--- config.mk ---
export PLATFORM = sky130hd
export DESIGN_NAME = lpdm_div_stage
export DESIGN_NICKNAME = d
export VERILOG_FILES = /design/src/rtl/lpdm_pkg.sv /design/src/rtl/lpdm_div_stage.sv
export SDC_FILE = /design/constraint.sdc
export NUM_CORES = 1
export LEC_CHECK = 0
export BUFFER_PORTS_ARGS = -buffer_cell sky130_fd_sc_hd__buf_2
export CAP_MARGIN = 5
export CORE_MARGIN = 2
export CORE_UTILIZATION = 30
export CTS_BUF_LIST = sky130_fd_sc_hd__clkbuf_4 sky130_fd_sc_hd__clkbuf_8
export CTS_CLUSTER_SIZE = 8
export DETAILED_ROUTE_END_ITERATION = 10
export GPL_TIMING_DRIVEN = 0
export MAX_ROUTING_LAYER = met4
export PLACE_DENSITY = 0.53
export SETUP_SLACK_MARGIN = 0.4
export SLEW_MARGIN = 20
export SYNTH_ARGS = -nofsm -noshare
export SYNTH_HDL_FRONTEND = slang
export SYNTH_SLANG_ARGS = --single-unit
export TNS_END_PERCENT = 10
--- constraint.sdc ---
create_clock -name i_clk -period 12.25 [get_ports i_clk]
set_input_delay 1.225 -clock i_clk [delete_from_list [all_inputs] [get_ports i_clk]]
set_output_delay 1.225 -clock i_clk [all_outputs]
set_load 0.02 [all_outputs]
--- src/rtl/lpdm_pkg.sv ---
`timescale 1ns / 1ps
package lpdm_pkg;

    localparam int CfgIdxW  = 3;
    localparam int CfgDataW = 24;
    localparam int RowW     = 9;
    localparam int ColW     = 10;
    localparam int DepthW   = 31;
    localparam int CoordW   = 12;
    localparam int SizeW    = 13;
    localparam int RemW     = 57;
    localparam int DenW     = 43;

    typedef enum logic [CfgIdxW-1:0] {
        CFG_FOCAL_X      = 3'd0,
        CFG_FOCAL_Y      = 3'd1,
        CFG_CENTER_X     = 3'd2,
        CFG_CENTER_Y     = 3'd3,
        CFG_IMAGE_WIDTH  = 3'd4,
        CFG_IMAGE_HEIGHT = 3'd5
    } t_cfg_idx;

    typedef struct packed {
        logic              kind;
        logic              ok;
        logic [DepthW-1:0] depth;
        logic [RowW-1:0]   rrow;
        logic [ColW-1:0]   rcol;
        logic [RemW-1:0]   remx;
        logic [RemW-1:0]   remy;
        logic [DenW-1:0]   den;
        logic [CoordW-1:0] qx;
        logic [CoordW-1:0] qy;
    } t_div_item;

endpackage

--- src/rtl/lpdm_div_stage.sv ---
`timescale 1ns / 1ps
module lpdm_div_stage #(
    parameter int BIT = 0
) (
    input  logic                i_clk,
    input  logic                i_rst_n,
    input  logic                i_valid,
    input  lpdm_pkg::t_div_item i_item,
    input  logic                i_down_en,
    output logic                o_up_en,
    output logic                o_valid,
    output lpdm_pkg::t_div_item o_item
);

    localparam int RW = lpdm_pkg::RemW;

    logic                r_v;
    lpdm_pkg::t_div_item r_it, n_it;
    logic [RW-1:0]       trial;
    logic                gex, gey;

    assign o_up_en = !r_v || i_down_en;
    assign o_valid = r_v;
    assign o_item  = r_it;

    assign trial = RW'(i_item.den) << BIT;
    assign gex   = i_item.remx >= trial;
    assign gey   = i_item.remy >= trial;

    always_comb begin
        n_it = i_item;
        if (gex) begin
            n_it.remx    = i_item.remx - trial;
            n_it.qx[BIT] = 1'b1;
        end
        if (gey) begin
            n_it.remy    = i_item.remy - trial;
            n_it.qy[BIT] = 1'b1;
        end
    end

    always_ff @(posedge i_clk) begin
        if (!i_rst_n) begin
            r_v <= 1'b0;
        end else if (o_up_en) begin
            r_v <= i_valid;
        end
    end

    always_ff @(posedge i_clk) begin
        if (o_up_en) begin
            r_it <= n_it;
        end
    end

endmodule

### Yosys cells after proc, flatten, opt, wreduce, memory -nomap -nowiden

Index checks and enable logic that the tools add are counted.

| word-level totals | value |
|---|---|
| bits of input ports | 237 |
| register bits after elaboration | 234 |
| logic and storage cells | 21 |

| operators by class | value |
|---|---|
| add/subtract/negate cells | 2 |
| $lt $le $gt $ge | 2 |
| mux-type cells | 2 |
| reductions and logical operators | 2 |

Operators with widths:

| kind | number |
|---|---|
| $ge A57 B43 Y1 | 2 |
| $mux W57 | 2 |
| $sub A57 B43 Y57 | 2 |
| $logic_not A1 Y1 | 1 |
| $logic_or A1 B1 Y1 | 1 |

### Depth between registers and ports, before layout

| depth | value |
|---|---|
| depth after elaboration | 2 |
| depth in mapped cells | 14 |
| mapped depth without buffers | 12 |

### Least setup slack after synthesis

OpenSTA, ideal clock, no wires.

| timing path | value |
|---|---|
| path type | input-to-output |
| from | in i_down_en |
| to | out o_up_en |
| setup slack | 4067 ps |
| arrival time | 6958 ps |
| stages on the path | 1 |
| cell sequence | nand2b_1 |

| on the way | value |
|---|---|
| cells in the longest elaborated chain, start to end | 1 |

Ends and longest elaborated chain:

| item | RTL line | RTL |
|---|---|---|
| from (decl) | lpdm_div_stage.sv:9 | `input logic i_down_en,` |
| $logic_or A1 B1 Y1 | lpdm_div_stage.sv:22 | `assign o_up_en = !r_v \|\| i_down_en;` |
| to (decl) | lpdm_div_stage.sv:10 | `output logic o_up_en,` |

No other way between the ends.

==> out/results.txt <==
The required time at the endpoint of the critical path is 12.55 ns. The fraction of the yosys area taken by sequential cells is 49.7%. The placeable core region is 46600 sq um. The number of buffers inserted by port buffering was 469. The proportion of total power due to net switching is 32.6%, and the net switching power is 0.825 mW. The run gives 79700 um as the wire length of the first global-routing pass.

The maximum number of pins on one net before global-route repair is 59, and the initial antenna violation count is 6. The tools report the final number of hold-violating endpoints as 0. After layout, the minimum clock period comes to 4.69 ns. Among all flip-flop cells after synthesis, the most frequent one is sky130_fd_sc_hd__edfxtp_1. The logs give 12700 for the via count of the first global-routing pass and 4.99 ns for the arrival time at the worst endpoint. Critical path class: in2reg.

The highest fanout seen on the critical path is 10. Buffers inserted during clock tree synthesis total 43. For this block, the routed nets add up to 54100 um of wire.

In the routed layout, each cell is associated on average with a via count of 5.01. The tools report the total count of max-transition violations in the final report as 0. 472 I/O pins were placed.

For the final cell area excluding filler cells, the log shows 18300 sq um. The area added between synthesis and finish works out to 29.3%. The internal power of the cells is 1.70 mW.

The synthesized design contains 233 enable-type register cells. In this run, post-CTS repair resized a total of 0 instances. The height of the die is 221 um, and the register clock-pin slew on the reported worst setup and hold paths is 0.06 ns. In this run, flip-flops and latches consume 40.7% of the power. The startpoint kind of the worst setup timing path is a primary input. The tools report the placer congestion estimate as 0.893. The logs give 30.4% for the starting density of the core and 741 for the DRC violation total after the first TritonRoute iteration. The tools report the total number of placement rows as 79.

Max-cap violations in this run came to 0. For this design, the sink count on the clock tree is 234. For this run, the post-layout net count is 2214. Measured along the x axis, the die boundary spans 221 um. After detailed routing, the average wire length per cell comes to 21.3 um. The final critical path takes up 38.2% of the cycle.

The worst setup path is captured at a flip-flop. Across the VDD grid, the largest voltage drop is 84.5 uV. The H-tree generated during clock tree synthesis spans 2 levels. The post-synthesis net count was 1696. In this run the worst hold path is classified as in2reg. Once detail routing completed, the nets flagged for antenna violations numbered 0. The leakage power was 7.98 nW. Synthesis produced a netlist whose cell count is 1371. After global routing the overflow that remains totals 0. Leaving out fill and tap cells, the most frequent cell in the layout is sky130_fd_sc_hd__buf_2. The average footprint of a synthesized cell came out at 10.3 sq um.

The layout cell share with drive strength beyond 1 came out at 31.4%. For the post-layout total power, the log shows 2.53 mW. The final setup skew was 0.0243 ns. Cell at the root of the clock tree: sky130_fd_sc_hd__clkbuf_8.

The area of the die was 48900 sq um; the highest clock rate was 213 MHz. The DRC violations left was 0; the synthesized flop and latch total was 234. The number of detailed-routing iterations run before antenna repair was 6.

Buffers added to address setup during post-CTS repair amount to 0. Of the total power, the clock network draws 32.0%. Of all flip-flops after synthesis, the portion carrying an async set or reset was 0%. For the pin with the worst max-slew slack, the measured transition is 0.900 ns. The number of different library cells used by synthesis comes to 74.

The library cells used most frequently in the layout, excluding fill and tap cells, are sky130_fd_sc_hd__buf_2, sky130_fd_sc_hd__edfxtp_1, sky130_fd_sc_hd__nand2_1, sky130_fd_sc_hd__a21oi_1, sky130_fd_sc_hd__nor2_1. Counting the fill cells in the layout gives 4736. The total standard cell area after synthesis is 14100 sq um. The maximum buffer depth of the clock tree was 3; the HPWL after detailed placement was 44700 um.

The logs give 39.5% for the tightest slew margin relative to the limit and 27.4% for the logic gate share of total power. TritonCTS built the clock tree. The placed instances occupy a cell area of 17400 sq um. The run finished with clean final reports. The later pin in the worst-skew pair is clocked with a latency of 0.60 ns.

The reg2reg setup slack is 10.46 ns, and the power per standard cell area is 138 nW/um^2. The logs give 0 for the number of buffers added to fix hold violations after cts and 0 for the final-report setup violation count. The final route contains 12700 vias.

After routing, the total negative slack on setup checks comes to 0 ns. For this run, the number of Yosys warnings is 0. Setup repair after global routing left no endpoint under its margin. The run gives 22.3% as the total routing resource utilization after global routing.
[flip-flops by register name, indices dropped and copies added (netlist names)]
register and count:
o_item 233, o_valid 1
[Yosys cell counts, types with 10 or more instances]
cell type                    n  share of area (%)
sky130_fd_sc_hd__a21oi_1   125                4.4
sky130_fd_sc_hd__or3_1      10               0.44
sky130_fd_sc_hd__nand2b_1   15               0.66
sky130_fd_sc_hd__o21ai_1    22               0.78
sky130_fd_sc_hd__nor4_1     17               0.75
sky130_fd_sc_hd__buf_2      23               0.81
sky130_fd_sc_hd__nor3_1     26               0.92
sky130_fd_sc_hd__xnor2_1    51                3.2
sky130_fd_sc_hd__nand4_1    22               0.97
sky130_fd_sc_hd__xor2_1     55                3.4
sky130_fd_sc_hd__nor2_1    104                2.8
sky130_fd_sc_hd__a21o_1     43                2.3
sky130_fd_sc_hd__o211ai_1   12               0.64
sky130_fd_sc_hd__ha_1       86                7.6
sky130_fd_sc_hd__o21bai_1   14               0.74
sky130_fd_sc_hd__nand3_1    26               0.92
sky130_fd_sc_hd__clkbuf_1   27               0.72
sky130_fd_sc_hd__nand2_1   133                3.5
sky130_fd_sc_hd__edfxtp_1  233                 50
sky130_fd_sc_hd__o21ai_0    82                2.9
sky130_fd_sc_hd__a31oi_1    20               0.89
sky130_fd_sc_hd__inv_1      82                2.2
[through the flow]
| stage | instances | worst slack [ns] | hold WS [ns] | utilization (%) |
|---|---|---|---|---|
| 5_1_grt | 2533 | 7.36 | 0.750 | 39.2 |
| 2_1_floorplan | 1371 | 4.07 | 1.32 | - |
| 6_report | 2533 | 7.56 | 0.795 | 39.2 |
| 4_1_cts | 2528 | 7.74 | 0.734 | 39.2 |
| 3_5_place_dp | 2451 | 7.08 | 0.935 | 37.3 |
| 3_3_place_gp | 2447 | 0.396 | 1.40 | 37.0 |
[power by group through the flow]
| stage | clock (mW) | combinational (mW) | sequential, mW |
|---|---|---|---|
| 3_5_place_dp | 0 | 0.693 | 1.04 |
| 5_1_grt | 0.868 | 0.752 | 1.04 |
| 2_1_floorplan | 0 | 0.290 | 1.19 |
| 3_3_place_gp | 0 | 0.688 | 1.06 |
| 4_1_cts | 0.839 | 0.697 | 1.03 |
| 6_report | 0.808 | 0.692 | 1.03 |
[path summary, 6_finish.rpt]
path         depth (start not counted)                 start                    end
max                                 14            i_item[38]   o_item[68]$_DFFE_PP_
min                                  1           i_item[186]  o_item[186]$_DFFE_PP_
max reg2reg                          3  o_valid$_SDFFE_PN0P_  o_item[205]$_DFFE_PP_
min reg2reg                          2  o_valid$_SDFFE_PN0P_   o_valid$_SDFFE_PN0P_
[layout make-up]
cell class | count | area [sq um] | share of cell area [%]
Buffer | 53 | 246 | 1.35
Clock inverter | 18 | 190 | 1.04
Multi-Input combinational cell | 1002 | 6570 | 36.0
Antenna cell | 5 | 12.5 | 0.0685
Tap cell | 607 | 759 | 4.16
Sequential cell | 234 | 7020 | 38.4
Timing Repair Buffer | 473 | 2460 | 13.4
Inverter | 82 | 308 | 1.68
Clock buffer | 59 | 712 | 3.90
[metal layers]
metal  share of wire (%)  vias to the layer above  wire length, um  track usage (%)
li1                    -                     6135                -                -
met1                  43                     5984            23000             27.3
met2                  47                      483            25500             35.5
met3                 6.7                       86             3610             5.03
met4                 3.6                        0             1960             9.03
met5                   0                        -                0                -
[critical path: stages]
cell and delay, ns:
sky130_fd_sc_hd__buf_2 0.11, sky130_fd_sc_hd__inv_1 0.15, sky130_fd_sc_hd__ha_1 0.25, sky130_fd_sc_hd__clkbuf_1 0.20
sky130_fd_sc_hd__a21o_1 0.22, sky130_fd_sc_hd__nand3_1 0.10, sky130_fd_sc_hd__nor2_1 0.06, sky130_fd_sc_hd__o41ai_1 0.78
sky130_fd_sc_hd__a21oi_1 0.13, sky130_fd_sc_hd__nor3_1 0.54, sky130_fd_sc_hd__buf_2 0.38, sky130_fd_sc_hd__buf_2 0.37
sky130_fd_sc_hd__buf_4 0.28, sky130_fd_sc_hd__o21ai_0 0.18
[logic make-up after synthesis]
| group | Yosys count | synth area share (%) |
|---|---|---|
| buffers and inverters | 135 | 3.92 |
| DFF | 234 | 49.7 |
| xor gates and xnor gates | 106 | 6.57 |
| AOI/OAI and AO/OA | 395 | 17.6 |
| muxes | 8 | 0.637 |
| adders and majority gates | 88 | 7.90 |
| and+or+nand+nor | 405 | 13.7 |
(Power assumes the default switching activity.)
